`src/sv/mcadb_pkg.sv`:
```
// Package for the channel deframer and batcher.
// Holds widths, frame codes and result kinds shared by the interfaces and the top level.
// No dependencies.
package mcadb_pkg;

	// Bucket geometry
	localparam int BUCKET_DEPTH = 16;
	localparam int IDX_W        = (BUCKET_DEPTH > 1) ? $clog2(BUCKET_DEPTH) : 1;

	// Field widths
	localparam int CHAN_W    = 12;
	localparam int ENTRY_W   = 4;
	localparam int BYTE_W    = 8;
	localparam int SIX_W     = 6;
	localparam int TIMEOUT_W = 16;
	localparam int TICK_W    = 17;

	// Register reset value
	localparam logic [TIMEOUT_W-1:0] TIMEOUT_RESET = 16'd20000;

	// Frame byte codes
	localparam logic [BYTE_W-1:0] TAG_MASK   = 8'hC0;
	localparam logic [BYTE_W-1:0] TAG_START  = 8'h80;
	localparam logic [BYTE_W-1:0] TAG_HIGH   = 8'hC0;

	// Input item kinds
	localparam logic FUNC_BYTE = 1'b0;
	localparam logic FUNC_TICK = 1'b1;

	// Result kinds
	localparam logic KIND_ENTRY  = 1'b0;
	localparam logic KIND_REINIT = 1'b1;

endpackage

```
`src/sv/mcadb_if.sv`:
```
// Handshake interfaces of the channel deframer and batcher: input items,
// result items and the configuration write channel. Depends on mcadb_pkg.
interface mcadb_item_if import mcadb_pkg::*; ();
	logic              valid;
	logic              ready;
	logic              func;
	logic [BYTE_W-1:0] rx_byte;

	modport source (output valid, func, rx_byte, input ready);
	modport sink (input valid, func, rx_byte, output ready);
endinterface

interface mcadb_result_if import mcadb_pkg::*; ();
	logic               valid;
	logic               ready;
	logic               result_kind;
	logic [CHAN_W-1:0]  channel_value;
	logic [ENTRY_W-1:0] entry_index;
	logic               last_of_run;

	modport source (output valid, result_kind, channel_value, entry_index, last_of_run,
		input ready);
	modport sink (input valid, result_kind, channel_value, entry_index, last_of_run,
		output ready);
endinterface

interface mcadb_cfg_if import mcadb_pkg::*; ();
	logic                 valid;
	logic                 ready;
	logic [TIMEOUT_W-1:0] wdata;

	modport source (output valid, wdata, input ready);
	modport sink (input valid, wdata, output ready);
endinterface

```
`src/sv/mcadb_ram.sv`:
```
// Generic single-write, single-read synchronous RAM with registered read data.
// No dependencies.
module mcadb_ram #(
	parameter int WIDTH = 8,
	parameter int DEPTH = 16,
	localparam int AW = (DEPTH > 1) ? $clog2(DEPTH) : 1
) (
	input  logic             clk,
	input  logic             we,
	input  logic [AW-1:0]    waddr,
	input  logic [WIDTH-1:0] wdata,
	input  logic             re,
	input  logic [AW-1:0]    raddr,
	output logic [WIDTH-1:0] rdata
);

	logic [WIDTH-1:0] mem_q [DEPTH];

	// Write port
	always_ff @(posedge clk) begin
		if (we) begin
			mem_q[waddr] <= wdata;
		end
	end

	// Registered read, hold data when not reading
	always_ff @(posedge clk) begin
		if (re) begin
			rdata <= mem_q[raddr];
		end
	end

endmodule

```
`src/sv/mca_channel_deframer_batcher_unit.sv`:
```
// Top level of the channel deframer and batcher.
// Depends on mcadb_pkg, the interfaces in mcadb_if and mcadb_ram.

// A byte or tick word is taken whenever the unit is idle and its result register is
// free. A frame byte that fills the bucket starts a readout of the bucket RAM: each entry
// is read (ST_READ), then loaded into the result register (ST_LOAD) once that register is
// free. No input word is taken until the last entry has been loaded. The pace is set by the
// single read port of the bucket RAM and its registered read data. A tick that passes
// the idle timeout yields one re-initialise result. The timeout register is written
// through the cfg channel, which is always ready; the unit needs no clearing pass.
module mca_channel_deframer_batcher_unit import mcadb_pkg::*; (
	input  logic             clk,
	input  logic             arst_n,
	mcadb_cfg_if.sink        cfg,
	mcadb_item_if.sink       items,
	mcadb_result_if.source   results
);

	typedef enum logic [2:0] {
		ST_IDLE = 3'b001,
		ST_READ = 3'b010,
		ST_LOAD = 3'b100
	} state_t;

	state_t               state_q;
	logic [TIMEOUT_W-1:0] timeout_q;
	logic                 await_q;
	logic [SIX_W-1:0]     low_q;
	logic [IDX_W-1:0]     fill_q;
	logic [IDX_W-1:0]     rd_idx_q;
	logic [TICK_W-1:0]    ticks_q;

	logic                 out_valid_q;
	logic                 out_kind_q;
	logic [CHAN_W-1:0]    out_chan_q;
	logic [ENTRY_W-1:0]   out_idx_q;
	logic                 out_last_q;

	logic                 out_free;
	logic                 accept;
	logic                 is_start;
	logic                 is_high;
	logic                 frame_done;
	logic                 bucket_full;
	logic [TICK_W-1:0]    ticks_next;
	logic                 timed_out;
	logic                 load_entry;
	logic                 last_entry;
	logic [CHAN_W-1:0]    chan;
	logic [CHAN_W-1:0]    ram_rdata;

	// Handshake decode
	assign out_free    = !out_valid_q || results.ready;
	assign items.ready = (state_q == ST_IDLE) && out_free;
	assign accept      = items.valid && items.ready;
	assign cfg.ready   = 1'b1;

	// Frame parser decode
	assign is_start    = !await_q && ((items.rx_byte & TAG_MASK) == TAG_START);
	assign is_high     = await_q && ((items.rx_byte & TAG_MASK) == TAG_HIGH);
	assign frame_done  = accept && (items.func == FUNC_BYTE) && is_high;
	assign chan        = {items.rx_byte[SIX_W-1:0], low_q};
	assign bucket_full = (fill_q == IDX_W'(BUCKET_DEPTH - 1));

	// Idle tick check
	assign ticks_next  = ticks_q + 1'b1;
	assign timed_out   = ticks_next > {1'b0, timeout_q};

	// Bucket readout
	assign load_entry  = (state_q == ST_LOAD) && out_free;
	assign last_entry  = (rd_idx_q == IDX_W'(BUCKET_DEPTH - 1));

	mcadb_ram #(
		.WIDTH (CHAN_W),
		.DEPTH (BUCKET_DEPTH)
	) u_bucket (
		.clk   (clk),
		.we    (frame_done),
		.waddr (fill_q),
		.wdata (chan),
		.re    (state_q == ST_READ),
		.raddr (rd_idx_q),
		.rdata (ram_rdata)
	);

	// Timeout register
	always_ff @(posedge clk or negedge arst_n) begin
		if (!arst_n) begin
			timeout_q <= TIMEOUT_RESET;
		end else if (cfg.valid && cfg.ready) begin
			timeout_q <= cfg.wdata;
		end
	end

	// Parser, fill count, tick counter and sequencer
	always_ff @(posedge clk or negedge arst_n) begin
		if (!arst_n) begin
			state_q  <= ST_IDLE;
			await_q  <= 1'b0;
			low_q    <= '0;
			fill_q   <= '0;
			rd_idx_q <= '0;
			ticks_q  <= '0;
		end else begin
			unique case (state_q)
				ST_IDLE: begin
					if (accept && items.func == FUNC_TICK) begin
						ticks_q <= timed_out ? '0 : ticks_next;
					end else if (accept) begin
						if (is_start) begin
							low_q   <= items.rx_byte[SIX_W-1:0];
							await_q <= 1'b1;
						end else begin
							await_q <= 1'b0;
						end
						if (is_high) begin
							ticks_q <= '0;
							if (bucket_full) begin
								fill_q   <= '0;
								rd_idx_q <= '0;
								state_q  <= ST_READ;
							end else begin
								fill_q <= fill_q + 1'b1;
							end
						end
					end
				end
				ST_READ: begin
					state_q <= ST_LOAD;
				end
				ST_LOAD: begin
					if (load_entry) begin
						if (last_entry) begin
							state_q <= ST_IDLE;
						end else begin
							rd_idx_q <= rd_idx_q + 1'b1;
							state_q  <= ST_READ;
						end
					end
				end
				default: begin
					state_q <= ST_IDLE;
				end
			endcase
		end
	end

	// Result register valid: load a timeout request or a bucket entry, drop when taken
	always_ff @(posedge clk or negedge arst_n) begin
		if (!arst_n) begin
			out_valid_q <= 1'b0;
		end else if (load_entry || (accept && items.func == FUNC_TICK && timed_out)) begin
			out_valid_q <= 1'b1;
		end else if (results.ready) begin
			out_valid_q <= 1'b0;
		end
	end

	// Result register payload
	always_ff @(posedge clk) begin
		if (load_entry) begin
			out_kind_q <= KIND_ENTRY;
			out_chan_q <= ram_rdata;
			out_idx_q  <= ENTRY_W'(rd_idx_q);
			out_last_q <= last_entry;
		end else if (accept && items.func == FUNC_TICK && timed_out) begin
			out_kind_q <= KIND_REINIT;
			out_chan_q <= '0;
			out_idx_q  <= '0;
			out_last_q <= 1'b1;
		end
	end

	assign results.valid         = out_valid_q;
	assign results.result_kind   = out_kind_q;
	assign results.channel_value = out_chan_q;
	assign results.entry_index   = out_idx_q;
	assign results.last_of_run   = out_last_q;

	// No input word is taken during a bucket readout
	a_no_accept_busy: assert property (@(posedge clk) disable iff (!arst_n)
		(state_q != ST_IDLE) |-> !items.ready)
		else $error("input taken during bucket readout");

	// The fill count is cleared before a readout starts
	a_fill_clear: assert property (@(posedge clk) disable iff (!arst_n)
		(state_q == ST_READ) |-> (fill_q == '0))
		else $error("fill count not cleared during readout");

	// Loading the final entry returns the sequencer to idle
	a_last_idle: assert property (@(posedge clk) disable iff (!arst_n)
		(load_entry && last_entry) |=> (state_q == ST_IDLE))
		else $error("readout did not end after final entry");

	// A re-initialise request always closes its run
	a_reinit_last: assert property (@(posedge clk) disable iff (!arst_n)
		(out_valid_q && out_kind_q == KIND_REINIT) |-> out_last_q)
		else $error("re-initialise request not marked last");

endmodule
```
`src/flat_wrapper.sv`:
```
// flat-port wrapper written by rule: the top's interface ports become plain ports
module mca_channel_deframer_batcher_unit_flat import mcadb_pkg::*;
  (clk, arst_n, cfg_valid, cfg_wdata, cfg_ready, items_valid, items_func, items_rx_byte, items_ready, results_valid, results_result_kind, results_channel_value, results_entry_index, results_last_of_run, results_ready);
  mcadb_cfg_if cfg_i ();
  mcadb_item_if items_i ();
  mcadb_result_if results_i ();
  input  logic clk;
  input  logic arst_n;
  input wire logic [$bits(cfg_i.valid)-1:0] cfg_valid;
  input wire logic [$bits(cfg_i.wdata)-1:0] cfg_wdata;
  output wire logic [$bits(cfg_i.ready)-1:0] cfg_ready;
  input wire logic [$bits(items_i.valid)-1:0] items_valid;
  input wire logic [$bits(items_i.func)-1:0] items_func;
  input wire logic [$bits(items_i.rx_byte)-1:0] items_rx_byte;
  output wire logic [$bits(items_i.ready)-1:0] items_ready;
  output wire logic [$bits(results_i.valid)-1:0] results_valid;
  output wire logic [$bits(results_i.result_kind)-1:0] results_result_kind;
  output wire logic [$bits(results_i.channel_value)-1:0] results_channel_value;
  output wire logic [$bits(results_i.entry_index)-1:0] results_entry_index;
  output wire logic [$bits(results_i.last_of_run)-1:0] results_last_of_run;
  input wire logic [$bits(results_i.ready)-1:0] results_ready;
  assign cfg_i.valid = cfg_valid;
  assign cfg_i.wdata = cfg_wdata;
  assign cfg_ready = cfg_i.ready;
  assign items_i.valid = items_valid;
  assign items_i.func = items_func;
  assign items_i.rx_byte = items_rx_byte;
  assign items_ready = items_i.ready;
  assign results_valid = results_i.valid;
  assign results_result_kind = results_i.result_kind;
  assign results_channel_value = results_i.channel_value;
  assign results_entry_index = results_i.entry_index;
  assign results_last_of_run = results_i.last_of_run;
  assign results_i.ready = results_ready;
  mca_channel_deframer_batcher_unit u_core (.clk(clk), .arst_n(arst_n), .cfg(cfg_i), .items(items_i), .results(results_i));
endmodule
```
`config.mk`:
```
export PLATFORM = sky130hd
export DESIGN_NAME = mca_channel_deframer_batcher_unit_flat
export DESIGN_NICKNAME = d
export VERILOG_FILES = /design/src/sv/mcadb_pkg.sv /design/src/sv/mcadb_if.sv /design/src/sv/mcadb_ram.sv /design/src/sv/mca_channel_deframer_batcher_unit.sv /design/src/flat_wrapper.sv
export SDC_FILE = /design/constraint.sdc
export NUM_CORES = 1
export LEC_CHECK = 0
export BUFFER_PORTS_ARGS = -buffer_cell sky130_fd_sc_hd__clkbuf_2
export CORE_ASPECT_RATIO = 0.7
export CORE_MARGIN = 1
export CORE_UTILIZATION = 50
export CTS_CLUSTER_DIAMETER = 120
export DETAILED_ROUTE_END_ITERATION = 12
export GPL_TIMING_DRIVEN = 1
export PLACE_DENSITY = 0.73
export SETUP_SLACK_MARGIN = 0.05
export SLEW_MARGIN = 10
export SYNTH_ARGS = -nofsm -noshare
export SYNTH_HDL_FRONTEND = slang
export SYNTH_HIERARCHICAL = 1
export SYNTH_SLANG_ARGS = --single-unit
export TNS_END_PERCENT = 20
```
`constraint.sdc`:
```
create_clock -name clk -period 5.15 [get_ports clk]
set_clock_uncertainty 0.2 [all_clocks]
set_input_delay 0.2575 -clock clk [delete_from_list [all_inputs] [get_ports clk]]
set_output_delay 0.2575 -clock clk [all_outputs]
set_load 0.01 [all_outputs]
```
==> results of run 1 <==
worst register-to-register path, cell delays in order (launching register included):
cell and delay, ps:
sky130_fd_sc_hd__dfrtp_1 470, sky130_fd_sc_hd__nand3_1 170, sky130_fd_sc_hd__nor2_1 290, sky130_fd_sc_hd__nand2_1 240
sky130_fd_sc_hd__nor2_1 170, sky130_fd_sc_hd__xor2_1 210, sky130_fd_sc_hd__ha_1 270, sky130_fd_sc_hd__a21o_1 180
sky130_fd_sc_hd__a211oi_1 210, sky130_fd_sc_hd__o21ai_0 150, sky130_fd_sc_hd__and4bb_2 520, sky130_fd_sc_hd__o21bai_1 170
sky130_fd_sc_hd__a21o_1 430
cell usage after synthesis, types with 2 or more instances:
library cell and count:
sky130_fd_sc_hd__or3b_1 3, sky130_fd_sc_hd__o21ai_1 3, sky130_fd_sc_hd__edfxtp_1 221, sky130_fd_sc_hd__a22o_1 7, sky130_fd_sc_hd__nand2_1 55, sky130_fd_sc_hd__inv_1 20, sky130_fd_sc_hd__nand2b_1 3, sky130_fd_sc_hd__a21o_1 5
sky130_fd_sc_hd__xor2_1 7, sky130_fd_sc_hd__mux2i_1 2, sky130_fd_sc_hd__mux2_2 9, sky130_fd_sc_hd__nor3_1 8, sky130_fd_sc_hd__dfstp_2 6, sky130_fd_sc_hd__and3_1 17, sky130_fd_sc_hd__dfrtp_1 46, sky130_fd_sc_hd__o211ai_1 15
sky130_fd_sc_hd__nand4_1 8, sky130_fd_sc_hd__buf_12 2, sky130_fd_sc_hd__xnor2_1 8, sky130_fd_sc_hd__and2_1 3, sky130_fd_sc_hd__nor4_1 2, sky130_fd_sc_hd__mux4_1 15, sky130_fd_sc_hd__buf_2 7, sky130_fd_sc_hd__a22oi_1 24
sky130_fd_sc_hd__o21ai_0 22, sky130_fd_sc_hd__ha_1 19, sky130_fd_sc_hd__nand3_1 17, sky130_fd_sc_hd__nand3b_1 2, sky130_fd_sc_hd__nor2_1 37, sky130_fd_sc_hd__mux4_2 33, sky130_fd_sc_hd__nor3b_1 2, sky130_fd_sc_hd__clkbuf_1 21
sky130_fd_sc_hd__a21oi_1 10, sky130_fd_sc_hd__nor2b_1 4
stage by stage:
stage	instance area, um^2	util (%)
4_1_cts	13000	59.4
3_3_place_gp	11900	54.3
3_5_place_dp	11900	54.3
5_1_grt	13000	59.5
2_1_floorplan	11300	-
6_report	13000	59.5
cells in the final DEF, fill, tap and decap left out, types with 19 or more instances in the layout:
cell type / Yosys / layout
sky130_fd_sc_hd__dfrtp_1: 46 / 44
sky130_fd_sc_hd__a22oi_1: 24 / 24
sky130_fd_sc_hd__edfxtp_1: 221 / 221
sky130_fd_sc_hd__buf_4: 1 / 20
sky130_fd_sc_hd__clkbuf_16: 0 / 27
sky130_fd_sc_hd__o21ai_0: 22 / 22
sky130_fd_sc_hd__mux4_2: 33 / 33
sky130_fd_sc_hd__inv_1: 20 / 20
sky130_fd_sc_hd__dlygate4sd3_1: 0 / 21
sky130_fd_sc_hd__ha_1: 19 / 19
sky130_fd_sc_hd__nand2_1: 55 / 55
sky130_fd_sc_hd__clkbuf_2: 0 / 49
sky130_fd_sc_hd__nor2_1: 37 / 37
registers in the layout (all words and copies together) (netlist names):
name and cells:
u_core/ticks_q 17, u_core/fill_q 4, u_core/u_bucket/rdata 12, u_core/rd_idx_q 4, u_core/low_q 6, u_core/results.entry_index 4
u_core/results.channel_value 12, u_core/results.result_kind 1, u_core/u_bucket/mem_q 192, u_core/results.valid 1, u_core/timeout_q 16, u_core/state_q 3
u_core/results.last_of_run 1, u_core/await_q 1
worst max path at each step:
stage / from / endpoint / slack (ps) / cells past startpoint
4_1_cts: u_core/ticks_q[2] / u_core/results.channel_value[7] / 1120 / 12
2_1_floorplan: u_core/state_q[0] / u_core/u_bucket/mem_q[0][0] / 1480 / 6
3_5_place_dp: u_core/ticks_q[2] / u_core/results.channel_value[7] / 1130 / 12
5_1_grt: u_core/ticks_q[0] / u_core/results.channel_value[7] / 740 / 13
3_3_place_gp: u_core/ticks_q[2] / u_core/results.channel_value[10] / 1260 / 12
6_report: u_core/ticks_q[2] / u_core/results.channel_value[7] / 1110 / 12
final cells by class:
type | instances | share of cell area, %
flip-flops and latches | 274 | 61.2
multi-input cells | 355 | 23.8
clock buffers | 33 | 5.36
repair buffers | 90 | 4.65
well taps | 282 | 2.71
clock inverters | 16 | 1.73
inverters | 20 | 0.576
report_power, final:
group | internal (mW) | switching [mW]
sequential | 2.48 | 0.0976
combinational | 0.0913 | 0.128
clock | 1.22 | 0.807
total | 3.79 | 1.03
kinds of logic after synthesis:
family | Yosys count | share of synthesized area, %
simple gates | 165 | 7.07
buf+inv | 52 | 2.19
mux | 59 | 11.1
xor+xnor | 15 | 1.16
compound gates | 96 | 5.75
flops | 274 | 70.5
fa+ha+maj | 19 | 2.11
other cells | 1 | 0.0332
metal layers:
| layer | up-vias | track usage (%) | wire, um |
|---|---|---|---|
| met5 | - | 0 | 15 |
| met4 | 2 | 4.59 | 376 |
| met3 | 37 | 4.57 | 2030 |
| met2 | 272 | 31.6 | 10600 |
| met1 | 3219 | 30.6 | 10000 |
| li1 | 2842 | - | - |
repair_timing:
| action | CTS | global route |
|---|---|---|
| hold buffers | 21 | 0 |
| endpoints found under the hold margin | 86 | 0 |
| endpoints found under the setup margin | 0 | 0 |
==> results.yml, run 1 <==
outcome:
  status: "finished, final reports clean"
critical_path:
  crit_path_max_incr_delay_ps: 520
  critical_path_peak_fanout: 17
  worst_ep_required_time_ps: 5140
  timing.rr.end: "u_core/results.channel_value[7]"
  rr_worst_depth: 12
  critical_path.top_delay_family: "simple AND/OR/NAND/NOR gates"
  crit_chain: "nand3_1 > nor2_1 > nand2_1 > nor2_1 > xor2_1 > ha_1 > a21o_1 > a211oi_1 > o21ai_0 > and4bb_2 > o21bai_1 > a21o_1"
  crit_path_top_delay_cell: "sky130_fd_sc_hd__and4bb_2"
  reg_to_reg_startpoint: "u_core/ticks_q[2]"
  critPathCaptureType: "flop"
  critical_path_buf_inv_count: 0
  regToRegSetupSlack_ps: 1110
  worst-endpoint-arrival_ps: 4030
  startpoint_type: "flop"
  worst-setup-path-type: "reg -> reg"
logic_synthesis:
  synth_cell_type_count: 52
  synth-edff-count: 221
  synth_fp_nets: 730
  synth.avg_cell_area_um2: 16.6
  syn_inst: 681
  ys_dominant_reg_cell: "sky130_fd_sc_hd__edfxtp_1"
  post_synth_main_area_contributors: "sky130_fd_sc_hd__edfxtp_1 (59%), sky130_fd_sc_hd__dfrtp_1 (10%), sky130_fd_sc_hd__mux4_2 (6.6%), sky130_fd_sc_hd__mux4_1 (3.5%), sky130_fd_sc_hd__ha_1 (2.1%)"
  synth_seq_area_share_pct: 70.5
  netlist_area_mm2: 0.0113
  synth.top_cell.area_share_pct: 58.8
  ys_ff_latch: 274
  synth-async-reset-ratio_pct: 19.0
  synth_area_leader_cell: "sky130_fd_sc_hd__edfxtp_1"
  yosysWarningCount: 6
cts:
  clk_root_buffer_cell: "sky130_fd_sc_hd__clkbuf_16"
  cts_tree: "yes"
  postCtsSetupBuffers: 0
  cts_num_sinks: 274
  tritoncts_buffer_count: 27
  cts.clk_slew.worst_paths_ps: 60
  clk_latency_ps: 530
  cts_buffer_depth: 3
  ctsHtreeMaxLevel: 1
  post_cts_resized: 0
power_and_ir_drop:
  p_total_mw: 4.83
  max_rail_drop_vdd_mv: 0.209
  total_leakage_power_nw: 4.84
  total_power_density_per_cell_area_mw_per_mm2: 371
detailed_routing:
  first_iter_violations: 720
  drt-pass1-iter-count: 7
  wl_per_cell_um: 21.6
  vias_per_cell: 5.96
  drc: 0
  totalWireLength_mm: 23.1
  remaining_antenna_violation_count: 0
  num_vias: 6372
min_path:
  worst_hold_path_type: "in -> reg"
  min_path_cells: 1
  worst_hold_startpoint: "items_rx_byte[2]"
  holdPathEnd: "u_core/u_bucket/mem_q[14][8]"
place:
  number_of_cells_after_detailed_placement: 1000
  place_ws_ps: 1130
  detailedPlacementHpwl_mm: 14.6
  io_buffer_count: 49
  place_congestion: 0.884
sta:
  rsz0062_at_grt: "no"
  final_min_period_over_clock_period_pct: 78.4
  hold-worst-slack_ps: 12.9
  period_needed_ps: 4040
  max_slew.worst_pin.slew_ps: 1180
  worst_slew_margin_rel_pct: 21.2
  finalSetupTns_ps: 0
  hold_violations: 0
  timing.final.setup_violations: 0
  setup_slack_ps: 1110
  achievable-frequency_mhz: 248
  final-max-slew-violation-count: 0
final_layout:
  syn2layout_area_growth_pct: 15.3
  fillers: 1549
  multi_input_area_mm2: 0.00310
  num_antenna_cells: 0
  drive_above_1_share_pct: 21.6
  final_net_count: 817
  final_cell_count_no_fill: 1070
  final-seq-area_mm2: 0.00797
floorplanning:
  die_area_mm2: 0.0232
  coreArea_mm2: 0.0219
  pin_count: 51
  chipWidth_um: 182
  initial_core_util_pct: 51.6
  std_cell_rows: 45
  floorplan.die.height_um: 128
grt:
  antenna_violations_before_repair: 1
  largest_net_degree_at_the_start_of_global_routing: 53
  globalRouteTotalUtil_pct: 20.7
  gr-total-overflow: 0
  first_global_vias: 6234
  global_route_wire_length_before_repair_mm: 35.8
flow_run:
  max_cap_viol_count: 0
(Power assumes the default switching activity.)
==> inputs of run 2 (changes only) <==
PLACE_DENSITY = 0.76   (was 0.73)
clock period = 3.65 ns   (was 5.15 ns; I/O delays follow)
==> results.yml, run 2 (synthesis gave the netlist of run 1 again) <==
outcome:
  status: "finished, final reports clean"
place:
  place_congestion: 0.876
  io_buffer_count: 49
  number_of_cells_after_detailed_placement: 1015
  postPlaceCellArea_mm2: 0.0120
  detailedPlacementHpwl_mm: 14.6
final_layout:
  commonest_cells_after_routing_fill_and_taps_aside: "sky130_fd_sc_hd__edfxtp_1 (221), sky130_fd_sc_hd__nand2_1 (55), sky130_fd_sc_hd__clkbuf_2 (49), sky130_fd_sc_hd__dlygate4sd3_1 (46), sky130_fd_sc_hd__dfrtp_1 (43)"
  biggestRegsByFlops: "u_core/u_bucket/mem_q: 192 flops, u_core/ticks_q: 17 flops, u_core/timeout_q: 16 flops"
  final_cell_count_no_fill: 1111
  largest_register: "u_core/u_bucket/mem_q"
  largest_register_ffs: 192
  num_antenna_cells: 0
  fillers: 1533
  layout_commonest_cell: "sky130_fd_sc_hd__edfxtp_1"
  drive_above_1_share_pct: 22.9
  syn2layout_area_growth_pct: 18.3
  finish.instance_area_mm2: 0.0134
  final_net_count: 858
power_and_ir_drop:
  total_leakage_power_nw: 4.99
  power.net_switching_mw: 1.46
  p_sw_share_pct: 22.0
  max_rail_drop_vdd_mv: 0.360
  cellInternalPower_mw: 5.16
  share_comb_of_total_power_pct: 5.9
  flop_pwr_share_pct: 54.7
  p_total_mw: 6.62
  power_frac_clock_pct: 39.4
  total_power_density_per_cell_area_mw_per_mm2: 496
cts:
  cts.clk_slew.worst_paths_ps: 60
  cts_buffer_depth: 3
  cts_tree: "yes"
  tritoncts_buffer_count: 26
  cts_num_sinks: 274
  ctsHtreeMaxLevel: 1
  clk_latency_ps: 520
  clk_root_buffer_cell: "sky130_fd_sc_hd__clkbuf_16"
sta:
  achievable-frequency_mhz: 292
  period_needed_ps: 3430
  final-max-slew-violation-count: 0
  final_min_period_over_clock_period_pct: 94.0
  hold-worst-slack_ps: 31.9
  max_slew.worst_pin.slew_ps: 1150
  timing.final.setup_violations: 0
  worst_slew_margin_rel_pct: 23.4
  hold_violations: 0
grt:
  largest_net_degree_at_the_start_of_global_routing: 36
  busiest_layer_in_global_routing: "met2"
  global_route_wire_length_before_repair_mm: 36.9
  antenna_violations_before_repair: 0
  global_route.usage.met1_pct: 31.6
  globalRouteTotalUtil_pct: 21.4
  met2_routing_resource_usage_after_global_routing_pct: 32.8
  first_global_vias: 6458
  global_route.usage.met3_pct: 4.49
  gr-total-overflow: 0
critical_path:
  startpoint_type: "flop"
  critical_path_peak_fanout: 17
  worst-setup-path-type: "reg -> reg"
  crit_path_top_delay_cell: "sky130_fd_sc_hd__dfrtp_1"
  crit_path_max_incr_delay_ps: 430
  worst-endpoint-arrival_ps: 3480
  worst_ep_required_time_ps: 3700
  critPathCaptureType: "flop"
  crit_chain: "ha_2 > inv_1 > nor2_2 > nand2_1 > nor2_1 > xor2_1 > ha_1 > a21o_1 > a21oi_1 > o21ai_1 > and4bb_2 > o21bai_2 > a21o_4"
floorplanning:
  chipWidth_um: 182
  initial_core_util_pct: 51.6
  die_area_mm2: 0.0232
  pin_count: 51
  floorplan.die.height_um: 128
  std_cell_rows: 45
  coreArea_mm2: 0.0219
detailed_routing:
  drc: 0
  wl_per_cell_um: 21.8
  totalWireLength_mm: 24.2
  remaining_antenna_violation_count: 0
  drt-pass1-iter-count: 5
  first_iter_violations: 691
  vias_per_cell: 5.92
  num_vias: 6572
flow_run:
  max_cap_viol_count: 0
min_path:
  worst_hold_path_type: "in -> reg"
[run 2: cell types whose count changed in the layout (fill, tap and decap cells not counted), moves of 2 or more]
cell and change:
sky130_fd_sc_hd__bufinv_16 -4, sky130_fd_sc_hd__buf_4 +17, sky130_fd_sc_hd__clkbuf_1 +3, sky130_fd_sc_hd__inv_6 -2, sky130_fd_sc_hd__nor2_1 -2, sky130_fd_sc_hd__clkinv_1 +2, sky130_fd_sc_hd__clkinvlp_4 -4, sky130_fd_sc_hd__dlygate4sd3_1 +25
[run 2: routing by layer]
metal / wire length [um] / vias up
li1: - / 2926
met1: 10800 / 3295
met2: 10900 / 299
met3: 2010 / 52
met4: 485 / 0
met5: 0 / -
[run 2: repair_timing]
action                     CTS  global route
hold buffers                46             0
gates resized for setup      2            12
hold endpoints to repair   167             0
setup endpoints to repair   17            35
buffers inserted             0             2
pin swaps                    0             1
[run 2: per-stage QoR]
step / setup slack (ps) / util [%] / TNS [ps]
after floorplan: 167 / - / 0
after global placement: -37.3 / 54.8 / -628
after detailed placement: -139 / 54.8 / -2360
after CTS: 74.8 / 60.7 / 0
after global routing: -2.13 / 61.0 / -2.13
final: 220 / 61.0 / 0
[run 2: worst paths after layout]
kind / from / cells after the start / slack [ps] / to
max: u_core/ticks_q[1] / 13 / 220 / u_core/results.channel_value[11]
min: cfg_valid / 3 / 30 / u_core/timeout_q[4]
max reg2reg: u_core/ticks_q[1] / 13 / 220 / u_core/results.channel_value[11]
min reg2reg: u_core/ticks_q[16] / 1 / 310 / u_core/ticks_q[16]
max in group asynchronous: arst_n / 4 / 1500 / u_core/ticks_q[8]
min in group asynchronous: arst_n / 3 / 520 / u_core/state_q[0]
[run 2: power by group through the flow]
stage | clock network, mW | logic [mW] | registers, mW
floorplan | 0 | 0.191 | 3.64
finish | 2.61 | 0.391 | 3.62
CTS | 2.64 | 0.361 | 3.61
detailed placement | 0 | 0.314 | 3.68
global placement | 0 | 0.301 | 3.66
global route | 2.77 | 0.421 | 3.63
[run 2: cell type report]
cell class	instances	area (um^2)	share of cell area [%]
flip-flops and latches	274	7970	59.7
well taps	282	353	2.64
clock buffers	38	748	5.60
multi-input cells	355	3150	23.6
clock inverters	10	76.3	0.572
repair buffers	132	983	7.36
inverters	20	75.1	0.562
[run 2: worst max-delay path, delay by kind of cell (launching register included)]
family	cells	cell delay (ps)
compound gates	5	820
xor+xnor	1	210
flops	1	430
buf+inv	1	100
simple gates	4	840
fa+ha+maj	2	550
